==> src/rtl/core/rpc_frame_header_deframer_macros.svh <==
// Assertion macros for the frame header deframer RTL.
`ifndef RPC_FRAME_HEADER_DEFRAMER_MACROS_SVH
`define RPC_FRAME_HEADER_DEFRAMER_MACROS_SVH

`ifndef NO_ASSERTIONS
// Checks a property on the rising clock edge, quiet while reset is low.
`define RFHD_ASSERT(lbl, prop, msg) \
  lbl: assert property (@(posedge clk_i) disable iff (!rst_ni) (prop)) else $error(msg);
// Checks that a condition never holds on a rising clock edge.
`define RFHD_ASSERT_NEVER(lbl, cond, msg) \
  lbl: assert property (@(posedge clk_i) disable iff (!rst_ni) !(cond)) else $error(msg);
`else
`define RFHD_ASSERT(lbl, prop, msg)
`define RFHD_ASSERT_NEVER(lbl, cond, msg)
`endif

`endif

==> src/rtl/core/rfhd_pkg.sv <==
// Types and constants shared by the frame header deframer.
`timescale 1ns / 1ps
`default_nettype none

package rfhd_pkg;

  localparam int unsigned HDR_BYTES  = 24;
  localparam int unsigned CNT_W      = 5;
  localparam int unsigned HDR_KEEP_W = (HDR_BYTES - 1) * 8;
  localparam logic [CNT_W-1:0] HDR_LAST = CNT_W'(HDR_BYTES - 1);

  localparam int unsigned CFG_IDX_W  = 2;
  localparam int unsigned CFG_DATA_W = 32;

  localparam logic [CFG_IDX_W-1:0] CFG_IDX_MAGIC   = 2'd0;
  localparam logic [CFG_IDX_W-1:0] CFG_IDX_VERSION = 2'd1;
  localparam logic [CFG_IDX_W-1:0] CFG_IDX_MAX_LEN = 2'd2;

  localparam logic [31:0] MAGIC_RST   = 32'h0000_0000;
  localparam logic [7:0]  VERSION_RST = 8'd1;
  localparam logic [31:0] MAX_LEN_RST = 32'hFFFF_FFFF;

  typedef enum logic [1:0] {
    KIND_HEADER = 2'd0,
    KIND_BODY   = 2'd1,
    KIND_ERROR  = 2'd2
  } kind_e;

  typedef enum logic [1:0] {
    ERR_MAGIC   = 2'd0,
    ERR_VERSION = 2'd1,
    ERR_LENGTH  = 2'd2
  } err_e;

  typedef enum logic [1:0] {
    PH_HEADER = 2'd0,
    PH_BODY   = 2'd1,
    PH_HALT   = 2'd2
  } phase_e;

  typedef struct packed {
    logic [31:0] magic_value;
    logic [7:0]  expected_version;
    logic [31:0] max_body_len;
  } cfg_t;

  typedef struct packed {
    kind_e       kind;
    err_e        error_code;
    logic [7:0]  version;
    logic [7:0]  msg_type;
    logic [15:0] flags;
    logic [63:0] seq;
    logic [31:0] body_len;
    logic [31:0] reserved_word;
    logic [7:0]  body_byte;
    logic        last;
  } res_t;

endpackage

`default_nettype wire

==> src/rtl/core/rfhd_if.sv <==
// Valid/ready channel interfaces for received bytes and deframer results.
`timescale 1ns / 1ps
`default_nettype none

interface rfhd_byte_if;
  logic       valid;
  logic       ready;
  logic [7:0] data_byte;

  modport source (output valid, output data_byte, input ready);
  modport sink (input valid, input data_byte, output ready);
endinterface

interface rfhd_result_if;
  logic                valid;
  logic                ready;
  rfhd_pkg::kind_e     kind;
  rfhd_pkg::err_e      error_code;
  logic [7:0]          version;
  logic [7:0]          msg_type;
  logic [15:0]         flags;
  logic [63:0]         seq;
  logic [31:0]         body_len;
  logic [31:0]         reserved_word;
  logic [7:0]          body_byte;
  logic                last;

  modport source (
    output valid, output kind, output error_code, output version, output msg_type,
    output flags, output seq, output body_len, output reserved_word,
    output body_byte, output last, input ready
  );
  modport sink (
    input valid, input kind, input error_code, input version, input msg_type,
    input flags, input seq, input body_len, input reserved_word,
    input body_byte, input last, output ready
  );
endinterface

`default_nettype wire

==> src/rtl/core/rfhd_cfg_regs.sv <==
// Configuration registers of the frame header deframer.
`timescale 1ns / 1ps
`default_nettype none

module rfhd_cfg_regs (
  input  wire logic                           clk_i,
  input  wire logic                           rst_ni,
  input  wire logic                           cfg_we_i,
  input  wire logic [rfhd_pkg::CFG_IDX_W-1:0]  cfg_idx_i,
  input  wire logic [rfhd_pkg::CFG_DATA_W-1:0] cfg_wdata_i,
  output rfhd_pkg::cfg_t                      cfg_o
);

  rfhd_pkg::cfg_t cfg_q, cfg_d;

  always_comb begin
    cfg_d = cfg_q;
    if (cfg_we_i) begin
      unique case (cfg_idx_i)
        rfhd_pkg::CFG_IDX_MAGIC:   cfg_d.magic_value      = cfg_wdata_i;
        rfhd_pkg::CFG_IDX_VERSION: cfg_d.expected_version = cfg_wdata_i[7:0];
        rfhd_pkg::CFG_IDX_MAX_LEN: cfg_d.max_body_len     = cfg_wdata_i;
        default:                   cfg_d = cfg_q;
      endcase
    end
  end

  always_ff @(posedge clk_i or negedge rst_ni) begin
    if (!rst_ni) begin
      cfg_q.magic_value      <= rfhd_pkg::MAGIC_RST;
      cfg_q.expected_version <= rfhd_pkg::VERSION_RST;
      cfg_q.max_body_len     <= rfhd_pkg::MAX_LEN_RST;
    end else begin
      cfg_q <= cfg_d;
    end
  end

  assign cfg_o = cfg_q;

endmodule

`default_nettype wire

==> src/rtl/core/rfhd_parser.sv <==
// Header collection, header checks and body pass-through state machine.
`timescale 1ns / 1ps
`default_nettype none

module rfhd_parser (
  input  wire logic     clk_i,
  input  wire logic     rst_ni,
  rfhd_byte_if.sink     rx_i,
  input  rfhd_pkg::cfg_t cfg_i,
  input  wire logic     push_ready_i,
  output logic          push_valid_o,
  output rfhd_pkg::res_t push_res_o
);

  rfhd_pkg::phase_e                 phase_q, phase_d;
  logic [rfhd_pkg::CNT_W-1:0]       cnt_q, cnt_d;
  logic [31:0]                      rem_q, rem_d;
  logic [rfhd_pkg::HDR_KEEP_W-1:0]  hdr_q, hdr_d;

  logic        accept;
  logic [7:0]  rx_byte;
  logic        hdr_done;
  logic [31:0] hdr_magic;
  logic [7:0]  hdr_version;
  logic [31:0] hdr_len;
  logic        magic_bad;
  logic        version_bad;
  logic        len_bad;
  logic        rem_last;

  assign rx_i.ready  = push_ready_i;
  assign accept      = rx_i.valid && push_ready_i;
  assign rx_byte     = rx_i.data_byte;
  assign hdr_done    = (phase_q == rfhd_pkg::PH_HEADER) && (cnt_q == rfhd_pkg::HDR_LAST);

  // The shift register holds the first 23 header bytes, byte 0 at the top.
  assign hdr_magic   = hdr_q[183:152];
  assign hdr_version = hdr_q[151:144];
  assign hdr_len     = hdr_q[55:24];
  assign magic_bad   = hdr_magic != cfg_i.magic_value;
  assign version_bad = hdr_version != cfg_i.expected_version;
  assign len_bad     = hdr_len > cfg_i.max_body_len;
  assign rem_last    = rem_q <= 32'd1;

  always_comb begin
    phase_d = phase_q;
    cnt_d   = cnt_q;
    rem_d   = rem_q;
    hdr_d   = hdr_q;
    if (accept) begin
      unique case (phase_q)
        rfhd_pkg::PH_HEADER: begin
          hdr_d = {hdr_q[rfhd_pkg::HDR_KEEP_W-9:0], rx_byte};
          if (hdr_done) begin
            cnt_d = '0;
            if (magic_bad || version_bad || len_bad) begin
              phase_d = rfhd_pkg::PH_HALT;
            end else if (hdr_len == 32'd0) begin
              phase_d = rfhd_pkg::PH_HEADER;
            end else begin
              rem_d   = hdr_len;
              phase_d = rfhd_pkg::PH_BODY;
            end
          end else begin
            cnt_d = cnt_q + 1'b1;
          end
        end
        rfhd_pkg::PH_BODY: begin
          if (rem_last) begin
            rem_d   = '0;
            cnt_d   = '0;
            phase_d = rfhd_pkg::PH_HEADER;
          end else begin
            rem_d = rem_q - 32'd1;
          end
        end
        rfhd_pkg::PH_HALT: begin
          phase_d = rfhd_pkg::PH_HALT;
        end
        default: begin
          phase_d = rfhd_pkg::PH_HALT;
        end
      endcase
    end
  end

  always_comb begin
    push_valid_o = 1'b0;
    push_res_o   = '0;
    if (accept) begin
      unique case (phase_q)
        rfhd_pkg::PH_HEADER: begin
          if (hdr_done) begin
            push_valid_o = 1'b1;
            priority if (magic_bad) begin
              push_res_o.kind       = rfhd_pkg::KIND_ERROR;
              push_res_o.error_code = rfhd_pkg::ERR_MAGIC;
              push_res_o.last       = 1'b1;
            end else if (version_bad) begin
              push_res_o.kind       = rfhd_pkg::KIND_ERROR;
              push_res_o.error_code = rfhd_pkg::ERR_VERSION;
              push_res_o.last       = 1'b1;
            end else if (len_bad) begin
              push_res_o.kind       = rfhd_pkg::KIND_ERROR;
              push_res_o.error_code = rfhd_pkg::ERR_LENGTH;
              push_res_o.last       = 1'b1;
            end else begin
              push_res_o.kind          = rfhd_pkg::KIND_HEADER;
              push_res_o.version       = hdr_version;
              push_res_o.msg_type      = hdr_q[143:136];
              push_res_o.flags         = hdr_q[135:120];
              push_res_o.seq           = hdr_q[119:56];
              push_res_o.body_len      = hdr_len;
              push_res_o.reserved_word = {hdr_q[23:0], rx_byte};
              push_res_o.last          = hdr_len == 32'd0;
            end
          end
        end
        rfhd_pkg::PH_BODY: begin
          push_valid_o         = 1'b1;
          push_res_o.kind      = rfhd_pkg::KIND_BODY;
          push_res_o.body_byte = rx_byte;
          push_res_o.last      = rem_last;
        end
        default: begin
          push_valid_o = 1'b0;
        end
      endcase
    end
  end

  always_ff @(posedge clk_i or negedge rst_ni) begin
    if (!rst_ni) begin
      phase_q <= rfhd_pkg::PH_HEADER;
      cnt_q   <= '0;
      rem_q   <= '0;
    end else begin
      phase_q <= phase_d;
      cnt_q   <= cnt_d;
      rem_q   <= rem_d;
    end
  end

  always_ff @(posedge clk_i) begin
    hdr_q <= hdr_d;
  end

endmodule

`default_nettype wire

==> src/rtl/core/rfhd_out_stage.sv <==
// Result register with a skid entry so requests keep flowing under backpressure.
`timescale 1ns / 1ps
`default_nettype none

`include "rpc_frame_header_deframer_macros.svh"

module rfhd_out_stage (
  input  wire logic      clk_i,
  input  wire logic      rst_ni,
  input  wire logic      push_valid_i,
  input  rfhd_pkg::res_t push_res_i,
  output logic           push_ready_o,
  rfhd_result_if.source  res_o
);

  logic           main_valid_q, main_valid_d;
  logic           skid_valid_q, skid_valid_d;
  rfhd_pkg::res_t main_q, main_d;
  rfhd_pkg::res_t skid_q, skid_d;
  logic           pop;

  assign push_ready_o = !skid_valid_q;
  assign pop          = main_valid_q && res_o.ready;

  always_comb begin
    main_valid_d = main_valid_q;
    skid_valid_d = skid_valid_q;
    main_d       = main_q;
    skid_d       = skid_q;
    if (!main_valid_q || pop) begin
      if (skid_valid_q) begin
        main_valid_d = 1'b1;
        main_d       = skid_q;
        skid_valid_d = push_valid_i;
        skid_d       = push_res_i;
      end else begin
        main_valid_d = push_valid_i;
        main_d       = push_res_i;
      end
    end else if (push_valid_i) begin
      skid_valid_d = 1'b1;
      skid_d       = push_res_i;
    end
  end

  always_ff @(posedge clk_i or negedge rst_ni) begin
    if (!rst_ni) begin
      main_valid_q <= 1'b0;
      skid_valid_q <= 1'b0;
    end else begin
      main_valid_q <= main_valid_d;
      skid_valid_q <= skid_valid_d;
    end
  end

  always_ff @(posedge clk_i) begin
    main_q <= main_d;
    skid_q <= skid_d;
  end

  assign res_o.valid         = main_valid_q;
  assign res_o.kind          = main_q.kind;
  assign res_o.error_code    = main_q.error_code;
  assign res_o.version       = main_q.version;
  assign res_o.msg_type      = main_q.msg_type;
  assign res_o.flags         = main_q.flags;
  assign res_o.seq           = main_q.seq;
  assign res_o.body_len      = main_q.body_len;
  assign res_o.reserved_word = main_q.reserved_word;
  assign res_o.body_byte     = main_q.body_byte;
  assign res_o.last          = main_q.last;

  `RFHD_ASSERT(a_skid_behind_main, skid_valid_q |-> main_valid_q, "skid entry without main entry")
  `RFHD_ASSERT_NEVER(a_no_push_when_full, push_valid_i && skid_valid_q, "request pushed into full stage")
  `RFHD_ASSERT(a_skid_fills_on_stall, $rose(skid_valid_q) |-> $past(main_valid_q && !res_o.ready), "skid filled without stall")

endmodule

`default_nettype wire

==> src/rtl/core/rpc_frame_header_deframer.sv <==
// Top level of the length-prefixed frame header deframer.
//
//   Channel   Dir  Handshake          Payload
//   rx_i      in   valid/ready        data_byte (8)
//   res_o     out  valid/ready        kind, error_code, header fields, body_byte, last
//   cfg       in   cfg_we_i           cfg_idx_i (2), cfg_wdata_i (32)
//
// One received byte is taken per cycle while rx_i.ready is high; each result is registered in
// the output stage, in its main register or, while the output is stalled, in the skid register.
// The parser state machine handles one byte per cycle whenever the output stage can take it.
// Reset clears the configuration to its defaults and restarts header collection.
// A stalled output fills a one-entry skid register, after which rx_i.ready drops.
// After a header check fails, bytes are still accepted but produce nothing until reset.
`timescale 1ns / 1ps
`default_nettype none

module rpc_frame_header_deframer (
  input  wire logic                            clk_i,
  input  wire logic                            rst_ni,
  rfhd_byte_if.sink                            rx_i,
  rfhd_result_if.source                        res_o,
  input  wire logic                            cfg_we_i,
  input  wire logic [rfhd_pkg::CFG_IDX_W-1:0]  cfg_idx_i,
  input  wire logic [rfhd_pkg::CFG_DATA_W-1:0] cfg_wdata_i
);

  rfhd_pkg::cfg_t cfg;
  rfhd_pkg::res_t push_res;
  logic           push_valid;
  logic           push_ready;

  rfhd_cfg_regs u_cfg_regs (
    .clk_i       (clk_i),
    .rst_ni      (rst_ni),
    .cfg_we_i    (cfg_we_i),
    .cfg_idx_i   (cfg_idx_i),
    .cfg_wdata_i (cfg_wdata_i),
    .cfg_o       (cfg)
  );

  rfhd_parser u_parser (
    .clk_i        (clk_i),
    .rst_ni       (rst_ni),
    .rx_i         (rx_i),
    .cfg_i        (cfg),
    .push_ready_i (push_ready),
    .push_valid_o (push_valid),
    .push_res_o   (push_res)
  );

  rfhd_out_stage u_out_stage (
    .clk_i        (clk_i),
    .rst_ni       (rst_ni),
    .push_valid_i (push_valid),
    .push_res_i   (push_res),
    .push_ready_o (push_ready),
    .res_o        (res_o)
  );

endmodule

`default_nettype wire

==> src/flat_wrapper.sv <==
// flat-port wrapper written by rule: the top's interface ports become plain ports
module rpc_frame_header_deframer_flat 
  (clk_i, rst_ni, cfg_we_i, cfg_idx_i, cfg_wdata_i, rx_i_valid, rx_i_data_byte, rx_i_ready, res_o_valid, res_o_kind, res_o_error_code, res_o_version, res_o_msg_type, res_o_flags, res_o_seq, res_o_body_len, res_o_reserved_word, res_o_body_byte, res_o_last, res_o_ready);
  rfhd_byte_if rx_i_i ();
  rfhd_result_if res_o_i ();
  input  wire logic clk_i;
  input  wire logic rst_ni;
  input  wire logic cfg_we_i;
  input  wire logic [rfhd_pkg::CFG_IDX_W-1:0] cfg_idx_i;
  input  wire logic [rfhd_pkg::CFG_DATA_W-1:0] cfg_wdata_i;
  input wire logic [$bits(rx_i_i.valid)-1:0] rx_i_valid;
  input wire logic [$bits(rx_i_i.data_byte)-1:0] rx_i_data_byte;
  output wire logic [$bits(rx_i_i.ready)-1:0] rx_i_ready;
  output wire logic [$bits(res_o_i.valid)-1:0] res_o_valid;
  output wire logic [$bits(res_o_i.kind)-1:0] res_o_kind;
  output wire logic [$bits(res_o_i.error_code)-1:0] res_o_error_code;
  output wire logic [$bits(res_o_i.version)-1:0] res_o_version;
  output wire logic [$bits(res_o_i.msg_type)-1:0] res_o_msg_type;
  output wire logic [$bits(res_o_i.flags)-1:0] res_o_flags;
  output wire logic [$bits(res_o_i.seq)-1:0] res_o_seq;
  output wire logic [$bits(res_o_i.body_len)-1:0] res_o_body_len;
  output wire logic [$bits(res_o_i.reserved_word)-1:0] res_o_reserved_word;
  output wire logic [$bits(res_o_i.body_byte)-1:0] res_o_body_byte;
  output wire logic [$bits(res_o_i.last)-1:0] res_o_last;
  input wire logic [$bits(res_o_i.ready)-1:0] res_o_ready;
  assign rx_i_i.valid = rx_i_valid;
  assign rx_i_i.data_byte = rx_i_data_byte;
  assign rx_i_ready = rx_i_i.ready;
  assign res_o_valid = res_o_i.valid;
  assign res_o_kind = res_o_i.kind;
  assign res_o_error_code = res_o_i.error_code;
  assign res_o_version = res_o_i.version;
  assign res_o_msg_type = res_o_i.msg_type;
  assign res_o_flags = res_o_i.flags;
  assign res_o_seq = res_o_i.seq;
  assign res_o_body_len = res_o_i.body_len;
  assign res_o_reserved_word = res_o_i.reserved_word;
  assign res_o_body_byte = res_o_i.body_byte;
  assign res_o_last = res_o_i.last;
  assign res_o_i.ready = res_o_ready;
  rpc_frame_header_deframer u_core (.clk_i(clk_i), .rst_ni(rst_ni), .rx_i(rx_i_i), .res_o(res_o_i), .cfg_we_i(cfg_we_i), .cfg_idx_i(cfg_idx_i), .cfg_wdata_i(cfg_wdata_i));
endmodule
==> config.mk <==
export PLATFORM = sky130hd
export DESIGN_NAME = rpc_frame_header_deframer_flat
export DESIGN_NICKNAME = d
export VERILOG_FILES = /design/src/rtl/core/rfhd_pkg.sv /design/src/rtl/core/rfhd_if.sv /design/src/rtl/core/rfhd_cfg_regs.sv /design/src/rtl/core/rfhd_parser.sv /design/src/rtl/core/rfhd_out_stage.sv /design/src/rtl/core/rpc_frame_header_deframer.sv /design/src/flat_wrapper.sv
export VERILOG_INCLUDE_DIRS = /design/src /design/src/rtl/core
export SDC_FILE = /design/constraint.sdc
export NUM_CORES = 1
export LEC_CHECK = 0
export ABC_AREA = 1
export BUFFER_PORTS_ARGS = -buffer_cell sky130_fd_sc_hd__buf_2
export CORE_ASPECT_RATIO = 1.4
export CORE_MARGIN = 10
export CORE_UTILIZATION = 64
export CTS_CLUSTER_SIZE = 24
export DETAILED_ROUTE_END_ITERATION = 7
export PLACE_DENSITY = 0.83
export SYNTH_ARGS = -nofsm -noshare
export SYNTH_HDL_FRONTEND = slang
export SYNTH_HIERARCHICAL = 1
export SYNTH_SLANG_ARGS = --single-unit
export TNS_END_PERCENT = 20
==> constraint.sdc <==
create_clock -name clk_i -period 28.4 [get_ports clk_i]
set_input_delay 0 -clock clk_i [delete_from_list [all_inputs] [get_ports clk_i]]
set_output_delay 0 -clock clk_i [all_outputs]
set_load 0.01 [all_outputs]
# == After elaboration in Yosys (flattened, before gate mapping) ==
# Index checks and enable logic that the tools add are counted.
# totals
out_inout_bits,175
in_bits,47
register_bits,643
# op_classes
reduce_logical,21
magnitude_cmp,2
n_eq_ne,11
muxes,40
add_sub_neg,2
# ops
cell,count
173-bit two-way mux,5
160-bit two-way mux,3
164-bit two-way mux,1
162-bit two-way mux,1
32-bit two-way mux,4
32-bit one-hot mux with 2 select lines,1
32-bit greater-than comparator,1
32-bit by 1-bit less-or-equal comparator with 1-bit output (second input constant),1
32-bit logical NOT,1
32-bit != test,1
32-bit by 1-bit subtractor with 32-bit output (second input constant),1
1-bit two-way mux,11
5-bit two-way mux,2
2-bit != test (second input constant),5
5-bit one-hot mux with 2 select lines,1
2-bit AND reduction,5
2-bit two-way mux,4
4-bit two-way mux,2
8-bit two-way mux,1
8-bit != test,1
2-bit one-hot mux with 2 select lines,2
3-bit AND reduction,2
5-bit by 1-bit adder with 5-bit output (second input constant),1
5-bit == test (second input constant),1
other kinds (9),18

# == Depth between registers and ports, before layout ==
# depth
word_depth,9
ltp_mapped,20
ltp_nobuf,19

# == Cells and area by module ==
# The synthesis kept the hierarchy.
# by_module_without_submodules
module,n_inst,seq_area_each_um2,cells_per_inst,area_each_um2
rfhd_out_stage,1,10440.0,917,12772.2
rfhd_parser,1,6501.2,1090,11546.1
rfhd_cfg_regs,1,1843.0,319,2984.1

# == Worst setup path after synthesis ==
# OpenSTA, ideal clock, no wires.
# synth_path
path_kind,reg-to-reg
start,register u_core.u_out_stage.skid_valid_q
end,register u_core.u_out_stage.main_q (netlist bit u_core/u_out_stage/res_o.reserved_word[0]) (data pin)
synth_period_minus_slack_ns,10.172
path_slack_ns,18.228
path_buffers,4
t_arrival_ns,10.042
setup_ns,0.130
path_stages_with_launch,14
cell_sequence,dfrtp_1 buf_4 inv_4 buf_2 nand2_1 nor2_1 nand2_1 inv_1 nand2_2 buf_6 buf_6 nor3_1 nand2_1 nand2_1
# synth_lines
element,line_no,text
start: declaration,rfhd_out_stage.sv:17,"logic skid_valid_q, skid_valid_d;"
start signal: assignment,rfhd_out_stage.sv:52,skid_valid_q <= skid_valid_d;
end signal: assignment,rfhd_out_stage.sv:57,main_q <= main_d;
end: declaration,rfhd_out_stage.sv:18,"rfhd_pkg::res_t main_q, main_d;"

# == Worst setup path in the final report ==
# layout_path
start,register u_core.u_out_stage.skid_valid_q
end,"register u_core/u_out_stage/skid_q[24] in the netlist's numbering, enable pin"
# layout_between
elab_chain_cells,5
word_cells_on_any_way,6
classes_between,eq/ne (1); mux (1); reduce/logical (4)
# layout_lines
element,line_no,text
1-bit logical NOT,rfhd_out_stage.sv:22,assign push_ready_o = !skid_valid_q;
1-bit logical AND,rfhd_parser.sv:32,assign accept = rx_i.valid && push_ready_i;
1-bit two-way mux,rfhd_parser.sv:90,if (accept) begin
named net u_core.push_valid,rpc_frame_header_deframer.sv:29,logic push_valid;
2-bit nonzero test (no source line),-,
2-bit AND reduction (no source line),-,
end signal: assignment,rfhd_out_stage.sv:58,skid_q <= skid_d;
end: declaration,rfhd_out_stage.sv:19,"rfhd_pkg::res_t skid_q, skid_d;"
# The timed path passes the listed nets, and every way through them passes these cells.
# A chain may end at the register's enable or synchronous reset.

==> impl_metrics.py <==
metrics = {
    "clock_tree": {
        "cts_tree": "done",
        "cts_buffers": 55,
        "htreeDepth": 2,
        "path_clk_slew_ps": 70,
        "cts.sinks": 643,
        "cts.path.max_buffers": 3,
        "clockRootBuffer": "clkbuf_16",
        "insertion_delay_ps": 600,
        "cts_setup_buffers": 0,
    },
    "worst_setup_path": {
        "crit_path_max_incr_delay_ps": 820,
        "critPathMaxFanout": 73,
        "cp_top_family": "buffers and inverters",
        "path_cells": "inv_6 -> nand2_1 -> nor2_1 -> inv_1 -> nor2_2 -> buf_4 -> nand2_1 -> nand2_4 -> buf_4",
        "startpoint_type": "register",
        "path_class": "reg -> reg",
        "cp_data_required_time_ps": 28610,
        "end_kind": "register",
        "cp_num_buf_inv": 4,
        "crit_arrival_ps": 4550,
        "cp_slowest_cell": "buf_4",
    },
    "timing": {
        "setup_viol": 0,
        "fin_crit_sh": 0.153,
        "worst_pin_slew_ps": 1380,
        "slew_headroom": 0.0826,
        "holdWs_ps": -3.60,
        "hold_viol": 1,
        "final_max_slew_viol_count": 0,
        "timing.fmax_mhz": 230,
        "fin_skew_ps": 18.1,
        "setup_tns_ps": 0,
        "finalCriticalPeriod_ps": 4340,
        "grt_setup_unrepaired": "false",
    },
    "floorplan": {
        "fp.coreArea_um2": 42200,
        "die_y_um": 264,
        "die-area_um2": 51400,
        "std_cell_rows": 89,
        "ios": 222,
        "start_util": 0.647,
        "die_x_um": 195,
    },
    "synth": {
        "synth.distinct_cells": 42,
        "synthCells": 2326,
        "post_synth.cell_area_avg_um2": 11.7,
        "yosysSeqAreaShare": 0.688,
        "async_reset_ff_frac": 0.176,
        "synth_edf_count": 530,
        "ys.flop_type": "edfxtp_1",
        "yosysWarnings": 6,
        "synth_seq_cells": 643,
        "syn_nets": 2408,
        "synth_area_um2": 27300,
    },
    "pwr": {
        "pwr-share-comb": 0.046,
        "peakVddDrop_mv": 0.0579,
        "finalPower_mw": 1.93,
        "clkPwrFrac": 0.414,
        "p_int_mw": 1.52,
        "seqPwrFrac": 0.540,
        "p_per_area_nw_per_um2": 62.5,
        "p_leak_nw": 13.1,
        "power_switching_mw": 0.413,
        "swShare": 0.214,
    },
    "cells_and_area": {
        "area_growth_pct": 13.1,
        "nets": 2632,
        "nFillCells": 2636,
        "final_cells": 3146,
        "drive_gt1_frac": 0.168,
    },
    "placed_design": {
        "dpl.hpwl_um": 41300,
        "post-place-cells": 2991,
        "gp_congestion": 0.950,
        "numPortBuffers": 221,
    },
    "drt": {
        "drc": 0,
        "via_count": 18700,
        "wl_um": 67800,
        "firstDrtPassIters": 6,
        "first_iter_violations": 2547,
        "avgRoutedWirePerCell_um": 21.6,
        "ant_nets": 0,
        "viasPerCell": 5.96,
    },
    "global_route": {
        "grt_pass1_vias": 18800,
        "grt_first_pass_wirelength_um": 106000,
        "grt_remaining_overflow": 0,
        "antenna_found_initial": 4,
        "grt_usage": 0.258,
        "grt_max_degree": 185,
    },
    "job": {
        "cap_violations": 0,
    },
    "min_path": {
        "hold_class": "in -> async",
    },
    "run_status": {
        "violations": "hold timing",
        "status": "finished, violations left",
    },
}
## power groups by stage
stage / Combinational (mW) / Sequential (mW) / Clock, mW
floorplan: 0.0582 / 1.06 / 0
global placement: 0.0752 / 1.06 / 0
detailed placement: 0.0791 / 1.06 / 0
CTS: 0.0854 / 1.04 / 0.810
global route: 0.0982 / 1.04 / 0.845
finish: 0.0893 / 1.04 / 0.800
## area by class of cell
type | instances | area [µm²] | area share
diodes | 3 | 7.51 | 0.000243
clock buffers | 74 | 1590 | 0.0515
clock inverters | 30 | 352 | 0.0114
inverters | 117 | 449 | 0.0145
multi-input cells | 1452 | 7330 | 0.237
flip-flops and latches | 643 | 18800 | 0.608
well taps | 546 | 683 | 0.0221
repair buffers | 281 | 1690 | 0.0548
## cell usage in the layout (no fill, tap or decap), types with 5 or more instances in the layout
cell	instances
nand2_1	856
edfxtp_1	530
buf_2	220
inv_1	113
nor2_1	95
nand3_1	92
dfrtp_1	79
nor3b_1	71
clkbuf_16	58
nand4_1	57
nor3b_2	50
dlygate4sd3_1	48
nor3_1	45
ha_1	35
dfstp_2	33
xnor2_1	31
o22ai_1	23
xor2_1	20
a21oi_1	16
buf_4	12
o21ai_0	11
clkinv_1	9
clkbuf_8	8
clkbuf_1	8
bufinv_16	7
clkinv_2	7
o21ai_1	7
nor2_4	6
or2_2	6
nor2_2	5
## stage by stage
step | util | setup slack, ps | cell area (µm²)
final | 0.732 | 24060 | 30900
after global routing | 0.732 | 23750 | 30900
after CTS | 0.732 | 24060 | 30900
after detailed placement | 0.674 | 24080 | 28500
after global placement | 0.674 | 24120 | 28500
after floorplan | - | 18230 | 27300
## state kept, by name (all words and copies together), names as in the netlist, 2 cells and up
signal	cells
u_core/u_parser/rem_q	32
u_core/u_out_stage/skid_q	173
u_core/u_out_stage/res_o.seq	64
u_core/u_out_stage/res_o.msg_type	8
u_core/u_cfg_regs/cfg_o	72
u_core/u_out_stage/res_o.kind	2
u_core/u_parser/cnt_q	5
u_core/u_out_stage/res_o.flags	16
u_core/u_out_stage/res_o.body_len	32
u_core/u_out_stage/res_o.version	8
u_core/u_out_stage/res_o.body_byte	8
u_core/u_parser/phase_q	2
u_core/u_out_stage/res_o.error_code	2
u_core/u_out_stage/res_o.reserved_word	32
u_core/u_parser/hdr_q	184
## what timing repair did
| action | in CTS | in global routing |
|---|---|---|
| gates resized for setup | 0 | 0 |
| setup endpoints to repair | 0 | 0 |
| hold endpoints to repair | 167 | 0 |
| hold buffers | 48 | 0 |
## final timing paths
check | slack [ps] | cells after the start | to | from
worst max register to register | 24060 | 9 | u_core/u_out_stage/skid_q[24] | u_core/u_out_stage/skid_valid_q
worst max-delay path | 24060 | 9 | u_core/u_out_stage/skid_q[24] | u_core/u_out_stage/skid_valid_q
min in group clk_i | 120 | 4 | u_core/u_cfg_regs/cfg_o[68] | cfg_we_i
max in group asynchronous | 27150 | 3 | u_core/u_cfg_regs/cfg_o[70] | rst_ni
worst min register to register | 430 | 0 | u_core/u_parser/hdr_q[29] | u_core/u_parser/hdr_q[21]
worst min-delay path | -4 | 2 | u_core/u_parser/rem_q[9] | rst_ni
## cells in the mapped netlist (16+ instances only)
cell type | instances | area, µm²
nand4_1 | 57 | 357
buf_2 | 41 | 205
o22ai_1 | 23 | 144
nand2_1 | 858 | 3220
xor2_1 | 20 | 175
ha_1 | 35 | 438
inv_1 | 113 | 424
dfrtp_1 | 80 | 2000
xnor2_1 | 31 | 272
clkbuf_1 | 16 | 60.1
nand3_1 | 92 | 460
buf_4 | 22 | 165
nor2_1 | 97 | 364
a21oi_1 | 16 | 80.1
nor3b_2 | 50 | 626
dfstp_2 | 33 | 867
nor3_1 | 45 | 225
edfxtp_1 | 530 | 15900
nor3b_1 | 71 | 533
buf_6 | 30 | 338
## cells by family (layout without fill, tap and decap cells)
kind of cell | count (synthesis) | after routing | share of synthesized area
adders and majority gates | 35 | 35 | 0.0160
xor gates and xnor gates | 51 | 51 | 0.0164
buffers and inverters | 231 | 502 | 0.0450
DFF | 643 | 643 | 0.688
AOI/OAI and AO/OA | 63 | 63 | 0.0133
other | 0 | 3 | 0
and+or+nand+nor | 1303 | 1303 | 0.221
## layer usage
metal | wire, µm | vias up | GRT usage
li1 | - | 8339 | -
met1 | 24700 | 9064 | 0.318
met2 | 33700 | 1095 | 0.429
met3 | 5930 | 249 | 0.0507
met4 | 3480 | 0 | 0.125
met5 | 0 | - | 0
## worst register-to-register path: cells and delay by family, from the launching register on
family / cells / cell delay (ps)
buffers and inverters: 4 / 1870
flip-flops: 1 / 770
AND/OR/NAND/NOR: 5 / 1280
(Power assumes the default switching activity.)
